`config.mk`:
```
export PLATFORM = sky130hd
export DESIGN_NAME = cpc_ctrl
export DESIGN_NICKNAME = d
export VERILOG_FILES = /design/src/cpc_pkg.sv /design/src/cpc_ctrl.sv
export SDC_FILE = /design/constraint.sdc
export NUM_CORES = 1
export LEC_CHECK = 0
export BUFFER_PORTS_ARGS = -buffer_cell sky130_fd_sc_hd__buf_2
export CORE_MARGIN = 1.5
export CORE_UTILIZATION = 57
export CTS_CLUSTER_SIZE = 14
export DETAILED_ROUTE_END_ITERATION = 7
export PLACE_DENSITY_LB_ADDON = 0.05
export SLEW_MARGIN = 20
export SYNTH_ARGS = -nofsm -noshare
export SYNTH_HDL_FRONTEND = slang
export SYNTH_SLANG_ARGS = --single-unit
```
`constraint.sdc`:
```
create_clock -name clk_i -period 5.6 [get_ports clk_i]
set_input_delay 1.12 -clock clk_i [delete_from_list [all_inputs] [get_ports clk_i]]
set_output_delay 1.12 -clock clk_i [all_outputs]
set_load 0.01 [all_outputs]
```
`src/cpc_pkg.sv`:
```
// Package for the closed polygon curvature block: widths, codes and control types.
package cpc_pkg;

  // Field widths
  localparam int COORD_W   = 32;
  localparam int FRAC_BITS = 16;
  localparam int IDX_W     = 16;

  // Derived datapath widths
  localparam int MAG_W    = COORD_W;            // |coordinate difference|
  localparam int SQ_W     = 2 * MAG_W + 1;      // squared edge length
  localparam int CR_W     = 2 * MAG_W + 2;      // signed cross product
  localparam int P3_W     = 3 * SQ_W;           // product of three squared lengths
  localparam int RAD_W    = P3_W + (P3_W % 2);  // radicand, even width
  localparam int ROOT_W   = RAD_W / 2;
  localparam int REM_W    = ROOT_W + 2;
  localparam int NUM_W    = SQ_W + 2 * FRAC_BITS + 1;
  localparam int DSH_W    = ROOT_W + COORD_W - 1;
  localparam int CMP_W    = (DSH_W > NUM_W) ? DSH_W : NUM_W;
  localparam int NPROD    = 8;
  localparam int PSEL_W   = 3;
  localparam int STEP_MAX = (SQ_W > ROOT_W) ? SQ_W : ROOT_W;
  localparam int CNT_W    = $clog2(STEP_MAX + 1);

  // Small product slots
  localparam logic [PSEL_W-1:0] PS_BAX = 3'd0;
  localparam logic [PSEL_W-1:0] PS_BAY = 3'd1;
  localparam logic [PSEL_W-1:0] PS_BCX = 3'd2;
  localparam logic [PSEL_W-1:0] PS_BCY = 3'd3;
  localparam logic [PSEL_W-1:0] PS_CAX = 3'd4;
  localparam logic [PSEL_W-1:0] PS_CAY = 3'd5;
  localparam logic [PSEL_W-1:0] PS_CR1 = 3'd6;
  localparam logic [PSEL_W-1:0] PS_CR2 = 3'd7;

  typedef enum logic [1:0] {
    ERR_OK        = 2'd0,
    ERR_ZERO_LEN  = 2'd1,
    ERR_FEW_NODES = 2'd2
  } err_e;

  // Which result of the current item is being produced
  typedef enum logic [2:0] {
    JOB_MID,    // node before the newest one
    JOB_WRAP,   // newest (final) node
    JOB_CLOSE,  // node 0
    JOB_DEG1,   // two-node polygon, node 1
    JOB_DEG0    // short polygon, node 0
  } job_e;

  typedef enum logic [3:0] {
    OP_NONE,
    OP_ACCEPT,
    OP_LOAD,
    OP_DIFF,
    OP_PROD,
    OP_SUMS,
    OP_MUL1_INIT,
    OP_MUL_STEP,
    OP_MUL2_INIT,
    OP_SQRT_INIT,
    OP_SQRT_STEP,
    OP_DIV_INIT,
    OP_DIV_CHECK,
    OP_DIV_STEP,
    OP_EMIT
  } op_e;

  typedef enum logic [4:0] {
    ST_IDLE,
    ST_DISPATCH,
    ST_LOAD,
    ST_DIFF,
    ST_PROD,
    ST_SUMS,
    ST_CHECK,
    ST_M1I,
    ST_M1,
    ST_M2I,
    ST_M2,
    ST_SQI,
    ST_SQ,
    ST_DVI,
    ST_DVC,
    ST_DV,
    ST_EMIT
  } state_e;

  typedef struct packed {
    op_e               op;
    job_e              job;
    logic [PSEL_W-1:0] psel;
  } cmd_t;

  typedef struct packed {
    logic [IDX_W-1:0] item_c;
    logic             item_last;
    logic             zero_len;
    logic             out_busy;
  } status_t;

endpackage

```
`src/cpc_ctrl.sv`:
```
// Controller state machine: sequences node intake and the iterative curvature steps.
module cpc_ctrl (
  input  logic             clk_i,
  input  logic             rst_ni,
  input  logic             in_valid_i,
  output logic             in_ready_o,
  input  cpc_pkg::status_t status_i,
  output cpc_pkg::cmd_t    cmd_o
);

  cpc_pkg::state_e             state_q, state_d;
  cpc_pkg::job_e               job_q, job_d;
  logic [cpc_pkg::CNT_W-1:0]   cnt_q, cnt_d;
  logic                        step_done;

  // Last iteration of the counting states
  always_comb begin
    case (state_q)
      cpc_pkg::ST_PROD: step_done = (cnt_q == cpc_pkg::CNT_W'(cpc_pkg::NPROD - 1));
      cpc_pkg::ST_M1,
      cpc_pkg::ST_M2:   step_done = (cnt_q == cpc_pkg::CNT_W'(cpc_pkg::SQ_W - 1));
      cpc_pkg::ST_SQ:   step_done = (cnt_q == cpc_pkg::CNT_W'(cpc_pkg::ROOT_W - 1));
      cpc_pkg::ST_DV:   step_done = (cnt_q == cpc_pkg::CNT_W'(cpc_pkg::COORD_W - 2));
      default:          step_done = 1'b1;
    endcase
  end

  // Next state
  always_comb begin
    state_d = state_q;
    job_d   = job_q;
    case (state_q)
      cpc_pkg::ST_IDLE: begin
        if (in_valid_i) state_d = cpc_pkg::ST_DISPATCH;
      end
      cpc_pkg::ST_DISPATCH: begin
        if (status_i.item_c == '0) begin
          if (status_i.item_last) begin
            job_d   = cpc_pkg::JOB_DEG0;
            state_d = cpc_pkg::ST_EMIT;
          end else begin
            state_d = cpc_pkg::ST_IDLE;
          end
        end else if (status_i.item_c == cpc_pkg::IDX_W'(1)) begin
          if (status_i.item_last) begin
            job_d   = cpc_pkg::JOB_DEG1;
            state_d = cpc_pkg::ST_EMIT;
          end else begin
            state_d = cpc_pkg::ST_IDLE;
          end
        end else begin
          job_d   = cpc_pkg::JOB_MID;
          state_d = cpc_pkg::ST_LOAD;
        end
      end
      cpc_pkg::ST_LOAD:  state_d = cpc_pkg::ST_DIFF;
      cpc_pkg::ST_DIFF:  state_d = cpc_pkg::ST_PROD;
      cpc_pkg::ST_PROD:  if (step_done) state_d = cpc_pkg::ST_SUMS;
      cpc_pkg::ST_SUMS:  state_d = cpc_pkg::ST_CHECK;
      cpc_pkg::ST_CHECK: begin
        state_d = status_i.zero_len ? cpc_pkg::ST_EMIT : cpc_pkg::ST_M1I;
      end
      cpc_pkg::ST_M1I:   state_d = cpc_pkg::ST_M1;
      cpc_pkg::ST_M1:    if (step_done) state_d = cpc_pkg::ST_M2I;
      cpc_pkg::ST_M2I:   state_d = cpc_pkg::ST_M2;
      cpc_pkg::ST_M2:    if (step_done) state_d = cpc_pkg::ST_SQI;
      cpc_pkg::ST_SQI:   state_d = cpc_pkg::ST_SQ;
      cpc_pkg::ST_SQ:    if (step_done) state_d = cpc_pkg::ST_DVI;
      cpc_pkg::ST_DVI:   state_d = cpc_pkg::ST_DVC;
      cpc_pkg::ST_DVC:   state_d = cpc_pkg::ST_DV;
      cpc_pkg::ST_DV:    if (step_done) state_d = cpc_pkg::ST_EMIT;
      cpc_pkg::ST_EMIT: begin
        if (!status_i.out_busy) begin
          case (job_q)
            cpc_pkg::JOB_MID: begin
              if (status_i.item_last) begin
                job_d   = cpc_pkg::JOB_WRAP;
                state_d = cpc_pkg::ST_LOAD;
              end else begin
                state_d = cpc_pkg::ST_IDLE;
              end
            end
            cpc_pkg::JOB_WRAP: begin
              job_d   = cpc_pkg::JOB_CLOSE;
              state_d = cpc_pkg::ST_LOAD;
            end
            cpc_pkg::JOB_DEG1: begin
              job_d   = cpc_pkg::JOB_DEG0;
              state_d = cpc_pkg::ST_EMIT;
            end
            default: state_d = cpc_pkg::ST_IDLE;
          endcase
        end
      end
      default: state_d = cpc_pkg::ST_IDLE;
    endcase
  end

  // Step counter restarts on every state change
  always_comb begin
    if (state_d != state_q) cnt_d = '0;
    else                    cnt_d = cnt_q + cpc_pkg::CNT_W'(1);
  end

  // Outputs
  always_comb begin
    in_ready_o  = 1'b0;
    cmd_o.op    = cpc_pkg::OP_NONE;
    cmd_o.job   = job_q;
    cmd_o.psel  = cnt_q[cpc_pkg::PSEL_W-1:0];
    case (state_q)
      cpc_pkg::ST_IDLE: begin
        in_ready_o = 1'b1;
        if (in_valid_i) cmd_o.op = cpc_pkg::OP_ACCEPT;
      end
      cpc_pkg::ST_LOAD: cmd_o.op = cpc_pkg::OP_LOAD;
      cpc_pkg::ST_DIFF: cmd_o.op = cpc_pkg::OP_DIFF;
      cpc_pkg::ST_PROD: cmd_o.op = cpc_pkg::OP_PROD;
      cpc_pkg::ST_SUMS: cmd_o.op = cpc_pkg::OP_SUMS;
      cpc_pkg::ST_M1I:  cmd_o.op = cpc_pkg::OP_MUL1_INIT;
      cpc_pkg::ST_M1,
      cpc_pkg::ST_M2:   cmd_o.op = cpc_pkg::OP_MUL_STEP;
      cpc_pkg::ST_M2I:  cmd_o.op = cpc_pkg::OP_MUL2_INIT;
      cpc_pkg::ST_SQI:  cmd_o.op = cpc_pkg::OP_SQRT_INIT;
      cpc_pkg::ST_SQ:   cmd_o.op = cpc_pkg::OP_SQRT_STEP;
      cpc_pkg::ST_DVI:  cmd_o.op = cpc_pkg::OP_DIV_INIT;
      cpc_pkg::ST_DVC:  cmd_o.op = cpc_pkg::OP_DIV_CHECK;
      cpc_pkg::ST_DV:   cmd_o.op = cpc_pkg::OP_DIV_STEP;
      cpc_pkg::ST_EMIT: if (!status_i.out_busy) cmd_o.op = cpc_pkg::OP_EMIT;
      default:          cmd_o.op = cpc_pkg::OP_NONE;
    endcase
  end

  always_ff @(posedge clk_i or negedge rst_ni) begin
    if (!rst_ni) begin
      state_q <= cpc_pkg::ST_IDLE;
      job_q   <= cpc_pkg::JOB_MID;
      cnt_q   <= '0;
    end else begin
      state_q <= state_d;
      job_q   <= job_d;
      cnt_q   <= cnt_d;
    end
  end

endmodule

```
==> summary by stage <==
Run status
The flow ran to the end, and the final reports show no timing, DRC or antenna violations.

Synthesis
The gate count after technology mapping is 164. The share of flip-flops with an asynchronous set or reset after synthesis is 100.0%. The cell accounting for the most synthesized area is dfrtp_1. The synthesized area per cell is 8.140 sq um. Sorting the synthesized cells by area gives the leading types as dfrtp_1, o21ai_0, nor2_1. After synthesis, the netlist uses 55 different library cells. The most used flip-flop cell after synthesis is dfrtp_1.

Yosys printed 0 warnings. The post-synthesis net count is 187. After synthesis, flip-flops and latches occupy 28.12% of the total area.

The mapped netlist covers 1335 sq um. The number of synthesized flops with an enable pin is 0. The top cell type's share of synthesized area is 28.12%. After synthesis the netlist holds a flip-flop and latch count of 15.

Finish
At the end of the flow the core is filled with cells to 67.19%. Leaving out fill and tap cells, the most frequent cells in the layout are buf_2, nor2_1, o21ai_0, dfrtp_1, nand3_1. The library cell used most frequently in the layout, excluding fill and tap cells, is buf_2. The number of antenna diodes in the final layout is 0.

Compared with the post-synthesis result, the final layout area differs by 11.34%. The total number of nets in the final design is 214. The fraction of layout instances using a drive strength above 1 is 24.74%.

Clocking
The tree built by TritonCTS fans out to 15 sinks. TritonCTS created 3 clock buffers. The clock-pin transition on the worst setup and hold timing paths is 100 ps. In this run, post-CTS repair resized a total of 0 instances. Buffers inserted to repair hold after CTS numbered 0. The cell sitting at the root of the clock tree is a clkbuf_4. The maximum count of clock buffers along a single path is 2. TritonCTS built the clock tree. In this run the number of H-tree levels came out at 1. The worst-skew pair later-pin latency is 290 ps. The post-CTS setup buffer count is 0.

Detailed routing
The initial DRC count is 56. The routed design has 3502 microns of wire. For this run, design rule violations remaining after detail routing come to 0. Before antenna repair, the detailed router went through 4 iterations. The routed via count is 1426. The count of antenna-violating nets left after detailed routing is 0.

The average via count per standard cell is 6.541. The post-detailed-route wirelength per cell is 16.06 microns.

Global routing
The met3 track utilization from global routing is 8.480%. The layer carrying the most global-route usage is met2. After global routing the overflow that remains totals 0. For this run, global-route usage on met2 was measured as 45.94%. Entering global routing, the biggest net connects 22 pins. The total routing resource utilization after global routing is 28.71%.

The wire length of the first global-routing pass is 5775 microns. The number of global-route vias before repair is 1294. The number of antenna violations at the first check in global routing is 0. The global-route track usage on met1 is 38.43%.

Timing
The number of pins with negative max-slew slack in the final report is 0. Between clock sinks in the finished design, the worst skew comes to 6.316 ps. The final count of negative-setup-slack endpoints is 0. The aggregate negative setup slack is 0 ps. Static timing analysis puts the maximum clock frequency at 0.3295 GHz. The final hold violation count is 0. Hold is met by 588.9 ps. Setup repair after global routing left no endpoint under its margin. Headroom to the max-slew limit came out at 57.76%. The share of the cycle needed by the critical path after routing is 54.19%.

The final critical path time including I/O delays and setup is 3035 ps. At the pin with the least slew margin, the transition time is 633.6 ps.

Floorplan
In this run the core area contains 17 standard-cell rows. The die outline height is 51.40 microns. The starting density of the core is 60.35%. The number of top-level design ports is 33.

The core area is 2212 sq um. From left edge to right edge, the die measures 51.40 microns. The floorplan step defined a die boundary enclosing 2641 sq um.

Power and ir drop
The power density over the cells is 487.4 nW/um^2. The worst-case vdd ir drop is 0.3856 mV. The leakage power figure is 0.6337 nW. Overall power consumption after layout is estimated at 0.0007244 W.

Worst hold path
The class of the worst hold path is reg -> reg. The worst hold path begins at cnt_q[6]$_DFF_PN0_.

Placed design
During placement, the flow inserted port buffers numbering 32. The final HPWL from detailed placement is 2639 microns. The placer congestion estimate is 0.9542.

Worst setup path
For the worst setup path, the data arrival time is 1910 ps. The endpoint identified for the worst register-to-register timing path is cnt_q[3]$_DFF_PN0_. The startpoint of the lowest-slack register-to-register path is state_q[2]$_DFF_PN0_. The maximum fanout encountered on the critical timing path is 21. The setup slack on the worst flop-to-flop path is 3210 ps.

The critical path in this run is classified as reg -> out. Measured in cells, the most critical reg-to-reg path has a length of 6. STA classifies the critical path endpoint as an output pin.

Tracing the worst setup path back leads to its startpoint at state_q[2]$_DFF_PN0_. For the worst setup path, the data required time is 4480 ps. The worst setup path is launched from a flop. Following the worst setup path forward leads to its endpoint at cmd_o[8].

Run
Max-cap violations in this run came to 0.
-- worst min path at each step --
stage                    endpoint  slack [ps]  cells past startpoint
2_1_floorplan  cnt_q[6]$_DFF_PN0_         520                      2
3_3_place_gp   cnt_q[6]$_DFF_PN0_         540                      2
3_5_place_dp   cnt_q[6]$_DFF_PN0_         570                      2
4_1_cts        cnt_q[6]$_DFF_PN0_         590                      2
5_1_grt        cnt_q[6]$_DFF_PN0_         650                      2
6_report       cnt_q[6]$_DFF_PN0_         590                      2
-- cells by family (layout without fill, tap and decap cells) --
kind of cell	count (synthesis)	count (layout)	synth area share, %
XOR/XNOR	5	5	3.280
AND/OR/NAND/NOR	70	70	28.77
flip-flops	15	15	28.12
AO/OA/AOI/OAI	56	56	31.40
buffers and inverters	17	43	7.497
adder cells (fa/ha/maj)	1	1	0.9371
-- sequential cells by signal, summed over array words and instances (netlist names) --
signal,count
cnt_q,7
job_q,3
state_q,5
-- synth_stat cells, types with 3 or more instances --
library cell,number
nor2_1,18
dfrtp_1,15
o21ai_0,15
nand3_1,10
a21oi_1,7
nand2_1,7
and3_1,6
inv_1,6
buf_4,5
nor3_1,5
nor4_1,5
xor2_1,4
nand2b_1,3
nand4_1,3
o211ai_1,3
-- through the flow --
step | area, sq um | setup slack [ps] | std cells
after detailed placement | 1456 | 2628 | 214
after CTS | 1486 | 2615 | 218
final | 1486 | 2565 | 218
after floorplan | 1335 | 2627 | 164
after global placement | 1456 | 2662 | 214
after global routing | 1486 | 2450 | 218
-- critical path, stage by stage, from the launching register on --
cell	delay, ps
dfrtp_1	760
and2_1	270
o21ai_0	100
o31a_1	160
o21ai_0	170
buf_2	160
-- routing by layer --
metal	vias to the layer above	routed length (microns)
met5	-	0
met4	0	24
met3	4	248
met2	67	1734
met1	678	1494
li1	677	-
-- layout make-up --
| cell class | count | area [sq um] |
|---|---|---|
| Multi-Input combinational cell | 132 | 859.6 |
| Fill cell | 201 | 725.7 |
| Sequential cell | 15 | 375.4 |
| Timing Repair Buffer | 32 | 160.2 |
| Tap cell | 28 | 35.03 |
| Inverter | 7 | 26.28 |
| Clock buffer | 3 | 22.52 |
| Clock inverter | 1 | 7.507 |
-- where the power goes --
group	switching, W	total (W)	internal (W)	leakage (nW)
logic	0.000242	0.000418	0.000176	0.424
clock network	0.0000374	0.0000645	0.0000272	0.0139
registers	0.000103	0.000242	0.000140	0.195
total	0.000381	0.000724	0.000343	0.634
Note: power is estimated with default switching activity, not from simulation.
